## src/sv/spi_register_frame_slave_unit_defines.svh

```systemverilog
// ----------------------------------------------------------------------------
// SPI register frame slave: assertion macros
// Concurrent assertion helpers; they expand to nothing when SYNTH is defined.
// ----------------------------------------------------------------------------
`ifndef SPI_REGISTER_FRAME_SLAVE_UNIT_DEFINES_SVH
`define SPI_REGISTER_FRAME_SLAVE_UNIT_DEFINES_SVH

`ifndef SYNTH

// Same-cycle implication, checked at every rising edge outside reset.
`define SRFS_ASSERT_IMP(lbl, clk, rstn, ante, cons) \
  lbl: assert property (@(posedge clk) disable iff (!rstn) (ante) |-> (cons)) \
    else $error("srfs implication check failed");

// Next-cycle implication, checked at every rising edge outside reset.
`define SRFS_ASSERT_NXT(lbl, clk, rstn, ante, cons) \
  lbl: assert property (@(posedge clk) disable iff (!rstn) (ante) |=> (cons)) \
    else $error("srfs next-cycle check failed");

`else

`define SRFS_ASSERT_IMP(lbl, clk, rstn, ante, cons)
`define SRFS_ASSERT_NXT(lbl, clk, rstn, ante, cons)

`endif

`endif

```

## src/sv/srfs_pkg.sv

```systemverilog
// ----------------------------------------------------------------------------
// SPI register frame slave: package
// Register map, fixed values, flag positions and shared types.
// ----------------------------------------------------------------------------
package srfs_pkg;

  // Operation codes of an input transaction.
  localparam logic OpFrame  = 1'b0;
  localparam logic OpResync = 1'b1;

  // Command byte layout.
  localparam int unsigned CmdWriteBit = 7;
  localparam int unsigned AddrWidth   = 7;

  // Register addresses.
  localparam logic [AddrWidth-1:0] AddrDeviceId  = 7'h00;
  localparam logic [AddrWidth-1:0] AddrFwVersion = 7'h01;
  localparam logic [AddrWidth-1:0] AddrStatus    = 7'h02;
  localparam logic [AddrWidth-1:0] AddrControl   = 7'h03;
  localparam logic [AddrWidth-1:0] AddrRate      = 7'h04;
  localparam logic [AddrWidth-1:0] AddrNop       = 7'h7F;

  // Fixed register contents.
  localparam logic [31:0] DeviceIdVal  = 32'hAC00_ACC0;
  localparam logic [31:0] FwVersionVal = 32'h0001_0200;

  // Sample rate register.
  localparam int unsigned  RateWidth = 14;
  localparam logic [31:0]  RateMax   = 32'd10000;
  localparam logic [RateWidth-1:0] RateReset = 14'd1000;

  // Control register bits.
  localparam int unsigned CtrlRunBit   = 0;
  localparam int unsigned CtrlClearBit = 1;

  // Status flag positions.
  localparam int unsigned FlagWidth    = 4;
  localparam int unsigned FlagRun      = 0;
  localparam int unsigned FlagCmdErr   = 1;
  localparam int unsigned FlagRangeErr = 2;
  localparam int unsigned FlagResync   = 3;

  // One input item as held in the input register.
  typedef struct packed {
    logic        operation;
    logic [7:0]  command_byte;
    logic [31:0] write_word;
  } in_item_t;

  // Access request from the pipeline to the register file.
  typedef struct packed {
    logic                 fire;
    logic                 resync;
    logic                 write;
    logic [AddrWidth-1:0] addr;
    logic [31:0]          wdata;
  } req_t;

endpackage

```

## src/sv/srfs_in_if.sv

```systemverilog
// ----------------------------------------------------------------------------
// SPI register frame slave: input channel
// Valid/ready channel carrying one received frame or resync event.
// ----------------------------------------------------------------------------
interface srfs_in_if;
  logic        valid;
  logic        ready;
  logic        operation;
  logic [7:0]  command_byte;
  logic [31:0] write_word;

  modport source (output valid, output operation, output command_byte,
                  output write_word, input ready);
  modport sink   (input valid, input operation, input command_byte,
                  input write_word, output ready);
endinterface

```

## src/sv/srfs_out_if.sv

```systemverilog
// ----------------------------------------------------------------------------
// SPI register frame slave: output channel
// Valid/ready channel carrying one reply for the next frame.
// ----------------------------------------------------------------------------
interface srfs_out_if;
  logic        valid;
  logic        ready;
  logic [7:0]  reply_command;
  logic [31:0] reply_word;

  modport source (output valid, output reply_command, output reply_word,
                  input ready);
  modport sink   (input valid, input reply_command, input reply_word,
                  output ready);
endinterface

```

## src/sv/srfs_regfile.sv

```systemverilog
// ----------------------------------------------------------------------------
// SPI register frame slave: register file
// Holds status, run and sample rate; decodes one access per cycle.
// ----------------------------------------------------------------------------
module srfs_regfile (
  input  logic           clk_i,
  input  logic           rst_ni,
  input  srfs_pkg::req_t req_i,
  output logic [31:0]    rdata_o
);
  import srfs_pkg::*;

  logic [FlagWidth-1:0] status_q, status_d;
  logic                 run_q, run_d;
  logic [RateWidth-1:0] rate_q, rate_d;
  logic                 rate_ok;

  assign rate_ok = (|req_i.wdata) && (req_i.wdata <= RateMax);

  always_comb begin
    status_d = status_q;
    run_d    = run_q;
    rate_d   = rate_q;
    rdata_o  = '0;
    if (req_i.fire) begin
      if (req_i.resync) begin
        status_d[FlagResync] = 1'b1;
      end else if (req_i.write) begin
        unique case (req_i.addr)
          AddrControl: begin
            if (req_i.wdata[CtrlClearBit]) begin
              status_d[FlagCmdErr]   = 1'b0;
              status_d[FlagRangeErr] = 1'b0;
              status_d[FlagResync]   = 1'b0;
            end
            run_d              = req_i.wdata[CtrlRunBit];
            status_d[FlagRun]  = req_i.wdata[CtrlRunBit];
          end
          AddrRate: begin
            if (rate_ok) begin
              rate_d = req_i.wdata[RateWidth-1:0];
            end else begin
              status_d[FlagRangeErr] = 1'b1;
            end
          end
          default: begin
            status_d[FlagCmdErr] = 1'b1;
          end
        endcase
      end else begin
        unique case (req_i.addr)
          AddrDeviceId:  rdata_o = DeviceIdVal;
          AddrFwVersion: rdata_o = FwVersionVal;
          AddrStatus:    rdata_o = {{(32-FlagWidth){1'b0}}, status_q};
          AddrControl:   rdata_o = {31'b0, run_q};
          AddrRate:      rdata_o = {{(32-RateWidth){1'b0}}, rate_q};
          AddrNop:       rdata_o = '0;
          default: begin
            status_d[FlagCmdErr] = 1'b1;
          end
        endcase
      end
    end
  end

  always_ff @(posedge clk_i or negedge rst_ni) begin
    if (!rst_ni) begin
      status_q <= '0;
      run_q    <= 1'b0;
      rate_q   <= RateReset;
    end else begin
      status_q <= status_d;
      run_q    <= run_d;
      rate_q   <= rate_d;
    end
  end

endmodule

```

## src/sv/spi_register_frame_slave_unit.sv

```systemverilog
// ----------------------------------------------------------------------------
// SPI register frame slave unit
// Register file served by 5-byte SPI frames: decodes one frame per cycle while out_o is not stalled, and
// produces the reply that is shifted out during the following frame.
// ----------------------------------------------------------------------------
//
// Channel   Direction  Handshake    Payload
// in_i      sink       valid/ready  operation, command_byte, write_word
// out_o     source     valid/ready  reply_command, reply_word
//
// A transaction is registered in the input stage, then decoded against the
// register file once the output register is free and its reply written to the
// output register, which presents it on out_o. One transaction per cycle is
// sustained while out_o is not stalled; the input stage and the output register
// together set that rate.
// A resync event updates the flags and produces no reply, so it never waits on
// out_o. Reset (rst_ni, asynchronous) clears the flags and run bit and loads a
// sample rate of 1000. A stalled out_o holds the reply and fills the input
// stage before in_i.ready drops.

`include "spi_register_frame_slave_unit_defines.svh"

module spi_register_frame_slave_unit (
  input  logic      clk_i,
  input  logic      rst_ni,
  srfs_in_if.sink   in_i,
  srfs_out_if.source out_o
);
  import srfs_pkg::*;

  // Input stage.
  logic     s1_valid_q;
  in_item_t s1_q;

  // Output register.
  logic        out_valid_q;
  logic [7:0]  out_cmd_q;
  logic [31:0] out_word_q;

  logic        out_free;
  logic        s1_adv;
  logic        s1_is_resync;
  logic        in_ready;
  logic        reply_load;
  req_t        req;
  logic [31:0] rdata;

  // The output register can take a new reply when it is empty or being drained
  // in this cycle. A resync in the input stage always moves on, since it has
  // no reply to deposit.
  assign s1_is_resync = (s1_q.operation == OpResync);
  assign out_free     = !out_valid_q || out_o.ready;
  assign s1_adv       = s1_valid_q && (s1_is_resync || out_free);
  assign reply_load   = s1_adv && !s1_is_resync;
  assign in_ready     = !s1_valid_q || s1_adv;
  assign in_i.ready   = in_ready;

  // The register file sees the held item exactly in the cycle it leaves the
  // input stage, which keeps state updates in acceptance order.
  always_comb begin
    req.fire   = s1_adv;
    req.resync = s1_is_resync;
    req.write  = s1_q.command_byte[CmdWriteBit];
    req.addr   = s1_q.command_byte[AddrWidth-1:0];
    req.wdata  = s1_q.write_word;
  end

  srfs_regfile u_regfile (
    .clk_i  (clk_i),
    .rst_ni (rst_ni),
    .req_i  (req),
    .rdata_o(rdata)
  );

  // Control flops.
  always_ff @(posedge clk_i or negedge rst_ni) begin
    if (!rst_ni) begin
      s1_valid_q  <= 1'b0;
      out_valid_q <= 1'b0;
    end else begin
      if (in_ready) begin
        s1_valid_q <= in_i.valid;
      end
      if (out_free) begin
        out_valid_q <= reply_load;
      end
    end
  end

  // Payload flops; they load only alongside a valid transaction.
  always_ff @(posedge clk_i) begin
    if (in_i.valid && in_ready) begin
      s1_q.operation    <= in_i.operation;
      s1_q.command_byte <= in_i.command_byte;
      s1_q.write_word   <= in_i.write_word;
    end
    if (reply_load) begin
      out_cmd_q  <= s1_q.command_byte;
      out_word_q <= rdata;
    end
  end

  assign out_o.valid         = out_valid_q;
  assign out_o.reply_command = out_cmd_q;
  assign out_o.reply_word    = out_word_q;

  // A frame leaving the input stage always lands a reply in the output register.
  `SRFS_ASSERT_NXT(a_frame_gives_reply, clk_i, rst_ni, reply_load, out_valid_q)
  // Replies to writes carry a zero data word.
  `SRFS_ASSERT_IMP(a_write_reply_zero, clk_i, rst_ni,
                   out_valid_q && out_cmd_q[CmdWriteBit], out_word_q == 32'b0)
  // Back-pressure on the input only arises from a held item that cannot move.
  `SRFS_ASSERT_IMP(a_stall_cause, clk_i, rst_ni, !in_ready,
                   s1_valid_q && !s1_is_resync && out_valid_q && !out_o.ready)

endmodule

```

## src/flat_wrapper.sv

```systemverilog
// flat-port wrapper written by rule: the top's interface ports become plain ports
module spi_register_frame_slave_unit_flat import srfs_pkg::*;
  (clk_i, rst_ni, in_i_valid, in_i_operation, in_i_command_byte, in_i_write_word, in_i_ready, out_o_valid, out_o_reply_command, out_o_reply_word, out_o_ready);
  srfs_in_if in_i_i ();
  srfs_out_if out_o_i ();
  input  logic clk_i;
  input  logic rst_ni;
  input wire logic [$bits(in_i_i.valid)-1:0] in_i_valid;
  input wire logic [$bits(in_i_i.operation)-1:0] in_i_operation;
  input wire logic [$bits(in_i_i.command_byte)-1:0] in_i_command_byte;
  input wire logic [$bits(in_i_i.write_word)-1:0] in_i_write_word;
  output wire logic [$bits(in_i_i.ready)-1:0] in_i_ready;
  output wire logic [$bits(out_o_i.valid)-1:0] out_o_valid;
  output wire logic [$bits(out_o_i.reply_command)-1:0] out_o_reply_command;
  output wire logic [$bits(out_o_i.reply_word)-1:0] out_o_reply_word;
  input wire logic [$bits(out_o_i.ready)-1:0] out_o_ready;
  assign in_i_i.valid = in_i_valid;
  assign in_i_i.operation = in_i_operation;
  assign in_i_i.command_byte = in_i_command_byte;
  assign in_i_i.write_word = in_i_write_word;
  assign in_i_ready = in_i_i.ready;
  assign out_o_valid = out_o_i.valid;
  assign out_o_reply_command = out_o_i.reply_command;
  assign out_o_reply_word = out_o_i.reply_word;
  assign out_o_i.ready = out_o_ready;
  spi_register_frame_slave_unit u_core (.clk_i(clk_i), .rst_ni(rst_ni), .in_i(in_i_i), .out_o(out_o_i));
endmodule
```

## config.mk

```make
export PLATFORM = sky130hd
export DESIGN_NAME = spi_register_frame_slave_unit_flat
export DESIGN_NICKNAME = d
export VERILOG_FILES = /design/src/sv/srfs_pkg.sv /design/src/sv/srfs_in_if.sv /design/src/sv/srfs_out_if.sv /design/src/sv/srfs_regfile.sv /design/src/sv/spi_register_frame_slave_unit.sv /design/src/flat_wrapper.sv
export VERILOG_INCLUDE_DIRS = /design/src /design/src/sv
export SDC_FILE = /design/constraint.sdc
export NUM_CORES = 1
export LEC_CHECK = 0
export BUFFER_PORTS_ARGS = -buffer_cell sky130_fd_sc_hd__buf_2
export CAP_MARGIN = 0
export CORE_ASPECT_RATIO = 1.1
export CORE_MARGIN = 10
export CORE_UTILIZATION = 56
export DETAILED_ROUTE_END_ITERATION = 6
export GPL_ROUTABILITY_DRIVEN = 0
export PLACE_DENSITY = 0.93
export SLEW_MARGIN = 10
export SYNTH_ARGS = -nofsm -noshare
export SYNTH_HDL_FRONTEND = slang
export SYNTH_SLANG_ARGS = --single-unit
```

## constraint.sdc

```tcl
create_clock -name clk_i -period 8.3 [get_ports clk_i]
set_clock_uncertainty 0.2 [all_clocks]
set_input_delay 1.245 -clock clk_i [delete_from_list [all_inputs] [get_ports clk_i]]
set_output_delay 1.245 -clock clk_i [all_outputs]
set_load 0.02 [all_outputs]
```

==> summary.md <==
| Metric | Value |
|---|---|
| # diodes | 0 |
| Reg2reg path depth | 5 |
| Max IR drop VDD | 0.000240 V |
| Worst skew pair latency | 350 ps |
| Syn Area/Cell | 16.3 um2 |
| Worst-Margin Slew | 1060 ps |
| Largest net degree at the start of global routing | 42 |
| Clk sinks | 85 |
| Initial DRT Pass Iterations | 4 |
| 1st-iter DRT viols | ~100 |
| Gate Count Post-Synth | 204 |
| Drc violations | 0 |
| Max-slew headroom | 0.292 |
| Via count of the first global-routing pass | 1,900 |
| Global route overflow | 0 |
| Distinct cells, synth | 40 |
| Synth area leader | edfxtp_1 |
| Total GRT Usage | 0.129 |
| Crit. End Element | output port |
| Post-Place Cells | 347 |
| Max Cap Viol | 0 |
| Placed Instance Area | between 3000 and 4000 um2 |
| CP most frequent cell | buf_2 |
| Avg WL per Cell | about 16 um |
| Final nets | 326 |
| Area grow syn2layout | 17.3% |
| Setup Viol. Count Final | 0 |
| Die Height | a little over 100 um |
| Hold buffer count at CTS | 0 |
| Vias per cell | 5.08 |
| Rows | 29 |
| Sequential Power Share | 0.600 |
| HP Class | register to register |
| Critical path class | input pin to output port |
| Setup TNS Final | 0 ps |
| Wire length of the first global-routing pass | 9.38 mm |
| Worst-path clk slew | 80 ps |
| Antenna violations before repair | 0 |
| CP required | 6860 ps |
| CP max stage delay | 280 ps |
| Combinational power share | 0.063 |
| Ys flop type | edfxtp_1 |
| Final period util | 0.419 |
| Initial Utilization | 0.576 |
| PortBufs | 74 |
| Area contributors post-synth | edfxtp_1, dfrtp_1, dfstp_2 |
| Crit start category | input pin |
| Layout Utilization | 0.675 |
| Io pins | 87 |
| Num CTS Buffers | 9 |
| #FFs+latches synth | 85 |
| P_int | 0.000638 W |
| Final ANT Viol Nets | 0 |
| Layout Cell Area excl Fill | 3890 um2 |
| Max-slew violations | 0 |
| CTS tree | yes |
| Post-route non-filler standard cell count | 363 |
| Max Freq | 287 MHz |
| Htree depth | 3 |
| Placeable Area | 5770 um2 |
| Status | complete, no violations |
| Crit Path Max Fanout | 5 |
| Final Hold Fails | 0 |
| PwrDens | 211 nW/um2 |
| Fraction of layout cells with a size suffix above 1 | 0.409 |
| CP arrival | 2030 ps |
| Resized cells post-CTS | 0 |
| Post-CTS Setup Inserts | 0 |
| Most frequent cell after synthesis | edfxtp_1 |
| Sw Share | 0.224 |
| Hold Path Depth | 0 |
| Die Wd | 93.4 um |
| Pleak | 1.57 nW |
| Net Switching | 0.000184 W |
| HPWL after detailed placement | 4.50 mm |
| RSZ-0062 raised after global routing | false |
| WL final | 5.97 mm |
| CTS max path bufs | 2 |
| Post-synthesis async set-or-reset flop share | 0.235 |
| Die area | 9410 um2 |
| Yosys top cell area share | 0.588 |
| Cell chain of the critical path | buf_2 -> nand2b_1 -> nor2_1 -> inv_1 -> buf_2 |
| Slowest CP cell | nor2_1 |
| Vias | 1,844 |
| Synth cell count leaders | edfxtp_1, buf_4, dfrtp_1 |
| Post-synth EDFFs | 65 |
| Ys Warns | 0 |
| Mapped Area | 3320 um2 |
| Final min period | 3480 ps |
| Root Buffer Master | clkbuf_8 |
| Seq/Total Area, Yosys | 0.741 |
| Clk pwr share | 0.337 |
| Filler cells | 390 |
flip-flops by register name (all words and copies together), names as in the netlist:
register / flops
u_core.req: 40
u_core.out_o.reply_word: 16
u_core.u_regfile.rate_q: 14
u_core.out_o.reply_command: 8
u_core.u_regfile.status_q: 4
u_core.out_o.valid: 1
u_core.s1_is_resync: 1
u_core.s1_valid_q: 1
worst max-delay path: cells and delay by family:
family                 cells  cell delay [ps]
buffers and inverters      3              310
AND/OR/NAND/NOR            2              470
kinds of logic after synthesis:
group	count (synthesis)	synth area share
flops	85	0.741
compound gates	17	0.0347
other cells	1	0.00113
simple gates	62	0.112
buf+inv	23	0.0463
mux	16	0.0652
layout by cell type, fill, tap and decap left out, types with 2 or more instances in the layout:
cell	n
a21oi_1	5
a22o_1	2
a22oi_1	3
and2_1	4
and4_1	2
buf_2	74
clkbuf_8	9
clkinv_2	2
clkinvlp_4	2
conb_1	12
dfrtp_1	14
dfstp_2	6
edfxtp_1	65
inv_1	3
mux2_2	5
mux2_4	10
nand2_1	11
nand2b_1	2
nand3_1	4
nand4_1	4
nor2_1	13
nor2b_1	2
nor3_1	2
nor4_1	6
o21ai_0	2
power by group through the flow:
stage | clock network, W | logic [W] | registers [W]
floorplan | 0 | 0.0000268 | 0.000507
global placement | 0 | 0.0000504 | 0.000501
detailed placement | 0 | 0.0000524 | 0.000502
CTS | 0.000285 | 0.0000524 | 0.000493
global route | 0.000298 | 0.0000568 | 0.000495
finish | 0.000277 | 0.0000517 | 0.000493
per-layer routing:
metal,GRT usage,vias to the layer above,routed length [um]
met1,0.136,865,2310
li1,-,896,-
met2,0.210,73,2970
met4,0.0629,0,93
met3,0.0663,10,596
met5,0,-,0
worst paths after layout:
kind                           startpoint                             to  slack, ps
max                           out_o_ready                     in_i_ready       4820
min                        u_core.req[38]  u_core.out_o.reply_command[6]        290
max reg2reg                u_core.req[35]    u_core.u_regfile.rate_q[11]       5310
min reg2reg                u_core.req[38]  u_core.out_o.reply_command[6]        290
max in group asynchronous          rst_ni     u_core.u_regfile.rate_q[9]       6930
min in group asynchronous          rst_ni   u_core.u_regfile.status_q[2]        630
cell type report:
cell class,instances,area [um2],share of cell area
repair buffers,75,378,0.0970
multi-input cells,107,758,0.195
clock inverters,6,63.8,0.0164
inverters,3,11.3,0.00289
clock buffers,10,128,0.0328
well taps,77,96.3,0.0247
flip-flops and latches,85,2460,0.632
per-stage QoR:
| stage | total power [W] | hold slack, ps | setup slack (ps) |
|---|---|---|---|
| floorplan | 0.000534 | 224 | 4310 |
| global placement | 0.000552 | 259 | 4850 |
| detailed placement | 0.000555 | 273 | 4820 |
| CTS | 0.000830 | 293 | 4810 |
| global route | 0.000850 | 315 | 4740 |
| finish | 0.000822 | 294 | 4820 |
Power figures use the tool's default switching activity.
